`src/rtl/erss_pkg.sv`:
```
`timescale 1ns / 1ps
// Shared types and constants for the engine remote start sequencer.
// Used by every module under rtl; depends on nothing.
package erss_pkg;

	localparam int TACH_W   = 10;
	localparam int MS_W     = 13;
	localparam int RUN_W    = 26;
	localparam int REPORT_W = 15;
	localparam int MIN_W    = 10;
	localparam int CFG_AW   = 4;
	localparam int CFG_DW   = 32;
	localparam int S_DATA_W = 16;
	localparam int S_USER_W = 3;
	localparam int M_DATA_W = 24;

	localparam int DEF_MAX_ATTEMPTS = 3;
	localparam int DEF_TACH_BITS    = 10;

	localparam logic [MS_W-1:0]     CRANK_STEP_MS = 13'd50;
	localparam logic [MS_W-1:0]     SETTLE_MS     = 13'd1000;
	localparam logic [MS_W-1:0]     PAUSE_MS      = 13'd1000;
	localparam logic [MS_W-1:0]     PULSE_MS      = 13'd500;
	localparam logic [MS_W-1:0]     GLOW_STEP_MS  = 13'd2000;
	localparam logic [REPORT_W-1:0] REPORT_MS     = 15'd30000;
	localparam logic [15:0]         MS_PER_MIN    = 16'd60000;

	// floor(d / 60000) = floor((d >> 5) * MIN_RECIP >> 32) for every d below 2^26
	localparam logic [21:0] MIN_RECIP = 22'd2290650;

	localparam logic [9:0]  RST_RPM_THRESHOLD = 10'd300;
	localparam logic [9:0]  RST_RUN_MINUTES   = 10'd15;
	localparam logic [12:0] RST_MAX_CRANK_MS  = 13'd5000;
	localparam logic [11:0] RST_GLOW_BASE_MS  = 12'd3000;
	localparam logic [RUN_W-1:0] RST_PERIOD_MS = 26'd900000;

	typedef enum logic [2:0] {
		PH_IDLE   = 3'd0,
		PH_GLOW   = 3'd1,
		PH_CRANK  = 3'd2,
		PH_SETTLE = 3'd3,
		PH_PAUSE  = 3'd4,
		PH_LOCK   = 3'd5,
		PH_UNLOCK = 3'd6
	} phase_t;

	typedef enum logic [2:0] {
		CMD_TICK     = 3'd0,
		CMD_START    = 3'd1,
		CMD_STOP     = 3'd2,
		CMD_LOCK     = 3'd3,
		CMD_UNLOCK   = 3'd4,
		CMD_HEAT_ON  = 3'd5,
		CMD_HEAT_OFF = 3'd6,
		CMD_NONE     = 3'd7
	} cmd_t;

	typedef enum logic [1:0] {
		REG_RPM_THRESHOLD = 2'd0,
		REG_RUN_MINUTES   = 2'd1,
		REG_MAX_CRANK_MS  = 2'd2,
		REG_GLOW_BASE_MS  = 2'd3
	} reg_idx_t;

	typedef struct packed {
		logic [9:0]       rpm_threshold;
		logic [RUN_W-1:0] period_ms;
		logic [12:0]      max_crank_ms;
		logic [11:0]      glow_base_ms;
	} cfg_t;

	typedef struct packed {
		logic             report_due;
		logic [MIN_W-1:0] remaining_minutes;
		logic             busy_res;
		logic             timed_run;
		logic             armed;
		logic             heater_on;
		logic             unlock_pulse;
		logic             lock_pulse;
		logic             starter_on;
		logic             accessory_on;
		logic             ignition_on;
	} res_t;

endpackage

```
`src/rtl/engine_remote_start_sequencer_unit.sv`:
```
`timescale 1ns / 1ps
// Top level of the engine remote start sequencer.
// Depends on erss_pkg, erss_cfg, erss_core and erss_skid.
//
//  channel | direction | carries
//  s_*     | in        | tuser: command; tdata: tach_level
//  m_*     | out       | tdata: relay drives, flags, remaining_minutes, report_due
//  APB     | in/out    | rpm_threshold, run_period_minutes, max_crank_ms, glow_base_ms
//
// One request per cycle while s_tready is high: the state update is a single pass of
// logic between the state registers and the result register, which registers each result.
// Reset puts every timer and flag at zero and the sequence at idle; no clearing pass.
// The result register has a skid stage, so one more request is taken while a result
// stalls; s_tready drops only when both stages hold results.
module engine_remote_start_sequencer_unit #(
	parameter int MAX_ATTEMPTS = erss_pkg::DEF_MAX_ATTEMPTS,
	parameter int TACH_BITS    = erss_pkg::DEF_TACH_BITS
) (
	input  logic                           clk,
	input  logic                           arst_n,
	input  logic                           s_tvalid,
	output logic                           s_tready,
	input  logic [erss_pkg::S_DATA_W-1:0] s_tdata,  // [9:0] tach_level
	input  logic [erss_pkg::S_USER_W-1:0] s_tuser,  // [2:0] command
	output logic                           m_tvalid,
	input  logic                           m_tready,
	// [0] ignition_on [1] accessory_on [2] starter_on [3] lock_pulse [4] unlock_pulse
	// [5] heater_on [6] armed [7] timed_run [8] busy_res [18:9] remaining_minutes
	// [19] report_due
	output logic [erss_pkg::M_DATA_W-1:0] m_tdata,
	input  logic                           psel,
	input  logic                           penable,
	input  logic                           pwrite,
	input  logic [erss_pkg::CFG_AW-1:0]   paddr,
	input  logic [erss_pkg::CFG_DW-1:0]   pwdata,
	output logic [erss_pkg::CFG_DW-1:0]   prdata,
	output logic                           pready
);
	import erss_pkg::*;

	cfg_t cfg;
	res_t res;
	res_t out_res;
	logic step;

	assign step = s_tvalid && s_tready;

	erss_cfg u_cfg (
		.clk     (clk),
		.arst_n  (arst_n),
		.psel    (psel),
		.penable (penable),
		.pwrite  (pwrite),
		.paddr   (paddr),
		.pwdata  (pwdata),
		.prdata  (prdata),
		.pready  (pready),
		.cfg     (cfg)
	);

	erss_core #(
		.MAX_ATTEMPTS (MAX_ATTEMPTS),
		.TACH_BITS    (TACH_BITS)
	) u_core (
		.clk        (clk),
		.arst_n     (arst_n),
		.step       (step),
		.command    (s_tuser),
		.tach_level (s_tdata[TACH_W-1:0]),
		.cfg        (cfg),
		.res        (res)
	);

	erss_skid u_skid (
		.clk       (clk),
		.arst_n    (arst_n),
		.in_valid  (s_tvalid),
		.in_ready  (s_tready),
		.in_data   (res),
		.out_valid (m_tvalid),
		.out_ready (m_tready),
		.out_data  (out_res)
	);

	assign m_tdata = {4'b0, out_res};

endmodule

```
`src/rtl/erss_cfg.sv`:
```
`timescale 1ns / 1ps
// APB register file for thresholds and timing, plus the run period in ms.
// Depends on erss_pkg.
module erss_cfg (
	input  logic                         clk,
	input  logic                         arst_n,
	input  logic                         psel,
	input  logic                         penable,
	input  logic                         pwrite,
	input  logic [erss_pkg::CFG_AW-1:0] paddr,
	input  logic [erss_pkg::CFG_DW-1:0] pwdata,
	output logic [erss_pkg::CFG_DW-1:0] prdata,
	output logic                         pready,
	output erss_pkg::cfg_t               cfg
);
	import erss_pkg::*;

	logic [9:0]       rpm_threshold_q;
	logic [9:0]       run_minutes_q;
	logic [12:0]      max_crank_q;
	logic [11:0]      glow_base_q;
	logic [RUN_W-1:0] period_q;
	logic             wr_en;
	reg_idx_t         idx;

	assign pready = 1'b1;
	assign wr_en  = psel && penable && pwrite && pready;
	assign idx    = reg_idx_t'(paddr[3:2]);

	always_ff @(posedge clk or negedge arst_n) begin
		if (!arst_n) begin
			rpm_threshold_q <= RST_RPM_THRESHOLD;
			run_minutes_q   <= RST_RUN_MINUTES;
			max_crank_q     <= RST_MAX_CRANK_MS;
			glow_base_q     <= RST_GLOW_BASE_MS;
			period_q        <= RST_PERIOD_MS;
		end else if (wr_en) begin
			unique case (idx)
				REG_RPM_THRESHOLD: rpm_threshold_q <= pwdata[9:0];
				REG_RUN_MINUTES: begin
					run_minutes_q <= pwdata[9:0];
					// hold the period in ms so the run timer compares without a multiply
					period_q      <= RUN_W'(pwdata[9:0]) * RUN_W'(MS_PER_MIN);
				end
				REG_MAX_CRANK_MS:  max_crank_q <= pwdata[12:0];
				REG_GLOW_BASE_MS:  glow_base_q <= pwdata[11:0];
				default: ;
			endcase
		end
	end

	always_comb begin
		unique case (idx)
			REG_RPM_THRESHOLD: prdata = CFG_DW'(rpm_threshold_q);
			REG_RUN_MINUTES:   prdata = CFG_DW'(run_minutes_q);
			REG_MAX_CRANK_MS:  prdata = CFG_DW'(max_crank_q);
			REG_GLOW_BASE_MS:  prdata = CFG_DW'(glow_base_q);
			default:           prdata = '0;
		endcase
	end

	assign cfg.rpm_threshold = rpm_threshold_q;
	assign cfg.period_ms     = period_q;
	assign cfg.max_crank_ms  = max_crank_q;
	assign cfg.glow_base_ms  = glow_base_q;

endmodule

```
`src/rtl/erss_core.sv`:
```
`timescale 1ns / 1ps
// Sequencer state and the per-request update: phases, timers, flags and report.
// Depends on erss_pkg.
module erss_core #(
	parameter int MAX_ATTEMPTS = erss_pkg::DEF_MAX_ATTEMPTS,
	parameter int TACH_BITS    = erss_pkg::DEF_TACH_BITS
) (
	input  logic                         clk,
	input  logic                         arst_n,
	input  logic                         step,
	input  logic [erss_pkg::S_USER_W-1:0] command,
	input  logic [erss_pkg::TACH_W-1:0]  tach_level,
	input  erss_pkg::cfg_t               cfg,
	output erss_pkg::res_t               res
);
	import erss_pkg::*;

	localparam logic [TACH_W-1:0] TACH_MASK =
		(TACH_BITS >= TACH_W) ? {TACH_W{1'b1}} : TACH_W'((1 << TACH_BITS) - 1);
	localparam logic [1:0] ATTEMPT_LIMIT = 2'(MAX_ATTEMPTS);

	phase_t              phase_q, phase_n;
	logic [1:0]          attempt_q, attempt_n;
	logic [MS_W-1:0]     phase_ms_q, phase_ms_n;
	logic [MS_W-1:0]     glow_q, glow_n;
	logic [MS_W-1:0]     crank_q, crank_n;
	logic                armed_q, armed_n;
	logic                timed_q, timed_n;
	logic                heater_q, heater_n;
	logic                ign_q, ign_n;
	logic [RUN_W-1:0]    run_q, run_n;
	logic [REPORT_W-1:0] rep_q, rep_n;
	logic [MIN_W-1:0]    min_q, min_n;
	logic                report;

	logic [TACH_W-1:0] tach;
	logic [MS_W-1:0]   ph_inc;
	logic [MS_W:0]     crank_sum;
	logic              tach_above;
	logic              tach_at;
	logic [RUN_W-1:0]  left_ms;
	logic [42:0]       quot_prod;
	cmd_t              cmd;

	assign tach       = tach_level & TACH_MASK;
	assign cmd        = cmd_t'(command);
	assign tach_above = tach > cfg.rpm_threshold;
	assign tach_at    = tach >= cfg.rpm_threshold;
	assign ph_inc     = (phase_ms_q != {MS_W{1'b1}}) ? phase_ms_q + 1'b1 : phase_ms_q;
	assign crank_sum  = {1'b0, crank_q} + {1'b0, CRANK_STEP_MS};

	always_comb begin
		phase_n    = phase_q;
		attempt_n  = attempt_q;
		phase_ms_n = phase_ms_q;
		glow_n     = glow_q;
		crank_n    = crank_q;
		armed_n    = armed_q;
		timed_n    = timed_q;
		heater_n   = heater_q;
		ign_n      = ign_q;
		run_n      = run_q;
		rep_n      = rep_q;
		min_n      = min_q;
		report     = 1'b0;
		left_ms    = '0;
		quot_prod  = '0;

		if (cmd == CMD_TICK) begin
			if (timed_q) begin
				if (run_q != {RUN_W{1'b1}})    run_n = run_q + 1'b1;
				if (rep_q != {REPORT_W{1'b1}}) rep_n = rep_q + 1'b1;
			end
			unique case (phase_q)
				PH_GLOW: begin
					phase_ms_n = ph_inc;
					if (ph_inc >= glow_q) begin
						crank_n    = '0;
						phase_ms_n = '0;
						phase_n    = tach_above ? PH_SETTLE : PH_CRANK;
					end
				end
				PH_CRANK: begin
					phase_ms_n = ph_inc;
					if (ph_inc >= CRANK_STEP_MS) begin
						phase_ms_n = '0;
						crank_n    = crank_sum[MS_W] ? {MS_W{1'b1}} : crank_sum[MS_W-1:0];
						if (tach_above || (crank_sum > {1'b0, cfg.max_crank_ms}))
							phase_n = PH_SETTLE;
					end
				end
				PH_SETTLE: begin
					phase_ms_n = ph_inc;
					if (ph_inc >= SETTLE_MS) begin
						phase_ms_n = '0;
						if (tach_at) begin
							if (armed_q) begin
								run_n   = '0;
								rep_n   = '0;
								timed_n = 1'b1;
							end
							phase_n = PH_IDLE;
						end else begin
							ign_n   = 1'b0;
							if (attempt_q != 2'd3) attempt_n = attempt_q + 1'b1;
							glow_n  = glow_q + GLOW_STEP_MS;
							phase_n = PH_PAUSE;
						end
					end
				end
				PH_PAUSE: begin
					phase_ms_n = ph_inc;
					if (ph_inc >= PAUSE_MS) begin
						phase_ms_n = '0;
						if (attempt_q < ATTEMPT_LIMIT) begin
							ign_n   = 1'b1;
							phase_n = PH_GLOW;
						end else begin
							phase_n = PH_IDLE;
						end
					end
				end
				PH_LOCK, PH_UNLOCK: begin
					phase_ms_n = ph_inc;
					if (ph_inc >= PULSE_MS) begin
						phase_ms_n = '0;
						phase_n    = PH_IDLE;
					end
				end
				default: ;
			endcase

			// expiry and the periodic report act only once the sequence is done
			if (phase_n == PH_IDLE && timed_n) begin
				left_ms   = cfg.period_ms - run_n;
				quot_prod = 43'(left_ms[RUN_W-1:5]) * 43'(MIN_RECIP);
				if (run_n > cfg.period_ms) begin
					ign_n    = 1'b0;
					heater_n = 1'b0;
					run_n    = '0;
					timed_n  = 1'b0;
					min_n    = '0;
				end else if (rep_n > REPORT_MS) begin
					min_n  = quot_prod[32 +: MIN_W];
					rep_n  = '0;
					report = 1'b1;
				end
			end
		end else if (phase_q == PH_IDLE) begin
			case (cmd)
				CMD_START: begin
					if (!tach_above) begin
						attempt_n  = '0;
						glow_n     = MS_W'(cfg.glow_base_ms);
						crank_n    = '0;
						ign_n      = 1'b1;
						phase_n    = PH_GLOW;
						phase_ms_n = '0;
					end
				end
				CMD_STOP: begin
					ign_n    = 1'b0;
					heater_n = 1'b0;
					run_n    = '0;
					timed_n  = 1'b0;
				end
				CMD_LOCK: begin
					if (!armed_q) begin
						if (tach_at) begin
							timed_n = 1'b1;
							run_n   = '0;
							rep_n   = '0;
						end
						armed_n    = 1'b1;
						phase_n    = PH_LOCK;
						phase_ms_n = '0;
					end
				end
				CMD_UNLOCK: begin
					if (armed_q) begin
						timed_n    = 1'b0;
						armed_n    = 1'b0;
						phase_n    = PH_UNLOCK;
						phase_ms_n = '0;
					end
				end
				CMD_HEAT_ON:  heater_n = tach_at;
				CMD_HEAT_OFF: heater_n = 1'b0;
				default: ;
			endcase
		end
	end

	always_ff @(posedge clk or negedge arst_n) begin
		if (!arst_n) begin
			phase_q    <= PH_IDLE;
			attempt_q  <= '0;
			phase_ms_q <= '0;
			glow_q     <= '0;
			crank_q    <= '0;
			armed_q    <= 1'b0;
			timed_q    <= 1'b0;
			heater_q   <= 1'b0;
			ign_q      <= 1'b0;
			run_q      <= '0;
			rep_q      <= '0;
			min_q      <= '0;
		end else if (step) begin
			phase_q    <= phase_n;
			attempt_q  <= attempt_n;
			phase_ms_q <= phase_ms_n;
			glow_q     <= glow_n;
			crank_q    <= crank_n;
			armed_q    <= armed_n;
			timed_q    <= timed_n;
			heater_q   <= heater_n;
			ign_q      <= ign_n;
			run_q      <= run_n;
			rep_q      <= rep_n;
			min_q      <= min_n;
		end
	end

	assign res.ignition_on       = ign_n;
	assign res.accessory_on      = ign_n;
	assign res.starter_on        = (phase_n == PH_CRANK);
	assign res.lock_pulse        = (phase_n == PH_LOCK);
	assign res.unlock_pulse      = (phase_n == PH_UNLOCK);
	assign res.heater_on         = heater_n;
	assign res.armed             = armed_n;
	assign res.timed_run         = timed_n;
	assign res.busy_res          = (phase_n != PH_IDLE);
	assign res.remaining_minutes = min_n;
	assign res.report_due        = report;

endmodule

```
`src/rtl/erss_skid.sv`:
```
`timescale 1ns / 1ps
// Two-entry result buffer: output register plus skid register.
// Depends on erss_pkg.
module erss_skid (
	input  logic           clk,
	input  logic           arst_n,
	input  logic           in_valid,
	output logic           in_ready,
	input  erss_pkg::res_t in_data,
	output logic           out_valid,
	input  logic           out_ready,
	output erss_pkg::res_t out_data
);
	import erss_pkg::*;

	logic out_valid_q;
	logic skid_valid_q;
	res_t out_data_q;
	res_t skid_data_q;
	logic take;

	assign in_ready  = !skid_valid_q;
	assign take      = out_ready || !out_valid_q;
	assign out_valid = out_valid_q;
	assign out_data  = out_data_q;

	always_ff @(posedge clk or negedge arst_n) begin
		if (!arst_n) begin
			out_valid_q  <= 1'b0;
			skid_valid_q <= 1'b0;
		end else if (take) begin
			if (skid_valid_q) begin
				out_valid_q  <= 1'b1;
				skid_valid_q <= 1'b0;
			end else begin
				out_valid_q <= in_valid;
			end
		end else if (in_valid && in_ready) begin
			skid_valid_q <= 1'b1;
		end
	end

	always_ff @(posedge clk) begin
		if (take) begin
			if (skid_valid_q)  out_data_q <= skid_data_q;
			else if (in_valid) out_data_q <= in_data;
		end else if (in_valid && in_ready) begin
			// park the request while the output register is stalled
			skid_data_q <= in_data;
		end
	end

endmodule
```
`config.mk`:
```
export PLATFORM = sky130hd
export DESIGN_NAME = engine_remote_start_sequencer_unit
export DESIGN_NICKNAME = d
export VERILOG_FILES = /design/src/rtl/erss_pkg.sv /design/src/rtl/engine_remote_start_sequencer_unit.sv /design/src/rtl/erss_cfg.sv /design/src/rtl/erss_core.sv /design/src/rtl/erss_skid.sv
export SDC_FILE = /design/constraint.sdc
export NUM_CORES = 1
export LEC_CHECK = 0
export BUFFER_PORTS_ARGS = -buffer_cell sky130_fd_sc_hd__clkbuf_2
export CORE_ASPECT_RATIO = 0.5
export CORE_MARGIN = 10
export CORE_UTILIZATION = 45
export CTS_BUF_LIST = sky130_fd_sc_hd__clkbuf_4 sky130_fd_sc_hd__clkbuf_8
export DETAILED_ROUTE_END_ITERATION = 10
export PLACE_DENSITY = 0.59
export SKIP_LAST_GASP = 1
export SLEW_MARGIN = 10
export SYNTH_ARGS = -nofsm -noshare
export SYNTH_HDL_FRONTEND = slang
export SYNTH_HIERARCHICAL = 1
export SYNTH_SLANG_ARGS = --single-unit
```
`constraint.sdc`:
```
create_clock -name clk -period 14.4 [get_ports clk]
set_input_delay 0.72 -clock clk [delete_from_list [all_inputs] [get_ports clk]]
set_output_delay 0.72 -clock clk [all_outputs]
set_load 0.02 [all_outputs]
```
==> flow_summary_export.csv <==
group,metric,value,unit
timing,rsz0062_at_grt,"false",
logic_synthesis,synthesis.area,24100,sq um
final_layout,nets,3149,
status,status,"complete, no violations",
final_layout,num_antenna_cells,0,
final_layout,final_common_cell,"inv_1",
setup_path,critPathMaxStageDelay,820,ps
setup_path,rr_startpoint,"u_core/phase_ms_q[0]$_DFFE_PN0P_",
logic_synthesis,yosysWarnings,6,
floorplanning,die_w,348,microns
global_routing,grt_pass1_wl,95400,microns
timing,skew,24.7,ps
setup_path,path_max_fanout,12,
setup_path,crit_arrival,12640,ps
setup_path,crit_slowest_cell,"xor2_1",
floorplanning,start_util,0.460,
floorplanning,die_area,63900,sq um
setup_path,reg2reg_to,"u_skid/out_data[17]$_DFFE_PP_",
clocking,clk_path_buf_depth,3,
setup_path,path_buf_inv,5,
setup_path,crit_path_start_kind,"flip-flop",
timing,maxSlewViolCount,0,
timing,setup_violations,0,
final_layout,area.growth.synth_to_final,6.71,%
timing,finalHoldViolCount,0,
global_routing,grt_antenna_before_repair,0,
route,drtIter0Drc,1016,
setup_path,reg2reg_depth,42,
setup_path,path_common_cell,"fa_1",
global_routing,grt_pass1_vias,18000,
setup_path,critPathTopFamily,"adder cells",
place,io_buffers,69,
logic_synthesis,syn_inst,2508,
clocking,htree_levels,2,
clocking,cts_tree,"done",
clocking,cts_num_sinks,206,
clocking,clk_pin_slew,60,ps
route,wl,57500,microns
global_routing,grt_overflow,0,
place,gp_congestion,0.870,
floorplanning,ios,121,
final_layout,regArea,5390,sq um
global_routing,grt_util_all_layers,0.181,
route,vias,17600,
global_routing,grt_max_degree,61,
clocking,cts_setup_buffers,0,
logic_synthesis,synthArstFlopShare,0.806,
place,hpwlAfterDp,46700,microns
logic_synthesis,yosysSeqAreaShare,0.223,
route,ant_nets,0,
final_layout,finish.utilization,0.491,
clocking,cts_made_buffers,37,
clocking,post_cts_resized,0,
setup_path,path_class,"flip-flop to flip-flop",
clocking,root_buffer,"clkbuf_8",
route,drc_errors,0,
timing,layout_min_cycle_time,12330,ps
logic_synthesis,synth.avg_cell_area,9.63,sq um
floorplanning,fp.dieH,184,microns
logic_synthesis,synth-edff-count,40,
timing,slew_headroom,0.276,
clocking,cts_hold_repair.buffers,0,
floorplanning,rows,59,
route,vias_per_cell,5.38,
timing,fmax,81.1,MHz
job,drv_cap,0,
setup_path,ff2ff_setup_slack,2070,ps
setup_path,cp.required,14710,ps
timing,worst_slew_pin_slew,1080,ps
route,firstDrtPassIters,5,
logic_synthesis,synth_top_flop_cell,"dfrtp_1",
final_layout,layout_common_cells,"inv_1, ha_1, nand2_1",
timing,min_period_over_period,0.856,
logic_synthesis,ys_ff_latch,206,
timing,setup_tns,0,ps
clocking,clkLatencyLatePin,560,ps
floorplanning,core_region_area,52500,sq um
final_layout,drive_gt1_frac,0.133,
worst_hold_path,hold_path.class,"primary input to async pin",
setup_path,cp-end-kind,"flip-flop",
final_layout,fillers,5005,
final_layout,multiInputGateArea,16800,sq um
route,wire_per_inst,17.5,microns
logic_synthesis,synth_cell_type_count,110,
==> per-layer routing <==
metal  vias up  GRT usage  part of all wire
li1       8660          -                 -
met3        50     0.0303             0.043
met5         -          0                 0
met2       284      0.297              0.45
met4         0     0.0307             0.013
met1      8639      0.253              0.49
==> logic make-up after synthesis <==
logic type	after synthesis	synth area share
flip-flops	206	0.223
XOR/XNOR	123	0.0471
AO/OA/AOI/OAI	489	0.138
AND/OR/NAND/NOR	567	0.121
other	3	0.000466
adder cells (fa/ha/maj)	541	0.340
multiplexers	84	0.0428
buffers and inverters	495	0.0875
==> state kept, by name (all words and copies together), names as in the netlist, 12 cells and up <==
register            flops
u_core/glow_q          13
u_core/rep_q           15
u_skid/skid_data_q     20
u_cfg/period_q         20
u_cfg/max_crank_q      13
u_skid/out_data        20
u_cfg/glow_base_q      12
u_core/crank_q         13
u_core/run_q           26
u_core/phase_ms_q      13
==> Yosys cell counts, types with 18 or more instances <==
cell | instances | area, sq um
a21o_1 | 58 | 435
a21oi_1 | 112 | 561
a31oi_1 | 25 | 156
and3_1 | 24 | 150
buf_2 | 18 | 90.1
buf_4 | 38 | 285
clkbuf_1 | 55 | 206
dfrtp_1 | 136 | 3400
dfstp_2 | 30 | 788
edfxtp_1 | 40 | 1200
fa_1 | 193 | 3860
ha_1 | 348 | 4350
inv_1 | 370 | 1390
mux2_2 | 54 | 608
mux2i_1 | 20 | 200
nand2_1 | 195 | 732
nand3_1 | 55 | 275
nand4_1 | 26 | 163
nor2_1 | 97 | 364
nor3_1 | 37 | 185
o21ai_0 | 97 | 485
o31ai_1 | 22 | 165
or2_2 | 19 | 119
xnor2_1 | 61 | 534
xor2_1 | 55 | 482
==> area by class of cell <==
class | count | area share
Clock buffer | 62 | 0.0290
Clock inverter | 6 | 0.00160
Inverter | 371 | 0.0541
Multi-Input combinational cell | 1833 | 0.650
Sequential cell | 206 | 0.209
Tap cell | 701 | 0.0340
Timing Repair Buffer | 97 | 0.0218
==> worst max-delay path by stage <==
stage / slack [ps] / from / endpoint / depth (start not counted)
2_1_floorplan: 2850 / s_tdata[4] / u_skid/out_data[17]$_DFFE_PP_ / 45
3_3_place_gp: 2160 / u_core/timed_q$_DFFE_PN0P_ / u_skid/out_data[17]$_DFFE_PP_ / 44
3_5_place_dp: 2020 / u_core/phase_ms_q[0]$_DFFE_PN0P_ / u_skid/out_data[17]$_DFFE_PP_ / 42
4_1_cts: 1990 / u_core/phase_ms_q[0]$_DFFE_PN0P_ / u_skid/out_data[17]$_DFFE_PP_ / 42
5_1_grt: 1100 / u_core/phase_ms_q[0]$_DFFE_PN0P_ / u_skid/out_data[17]$_DFFE_PP_ / 43
6_report: 2070 / u_core/phase_ms_q[0]$_DFFE_PN0P_ / u_skid/out_data[17]$_DFFE_PP_ / 42
==> stage by stage <==
stage | instances | worst slack (ps) | hold WS [ps] | instance area [sq um]
detailed placement | 3208 | 2020 | 464 | 25000
CTS | 3276 | 1990 | 142 | 25800
global placement | 3208 | 2160 | 445 | 25000
global route | 3276 | 1100 | 157 | 25800
floorplan | 2534 | 2850 | 424 | 24200
finish | 3276 | 2070 | 146 | 25800
Power is left out: the tool's default activity adds up to more than one toggle a clock period on the data nets, which glitch-free logic cannot reach.
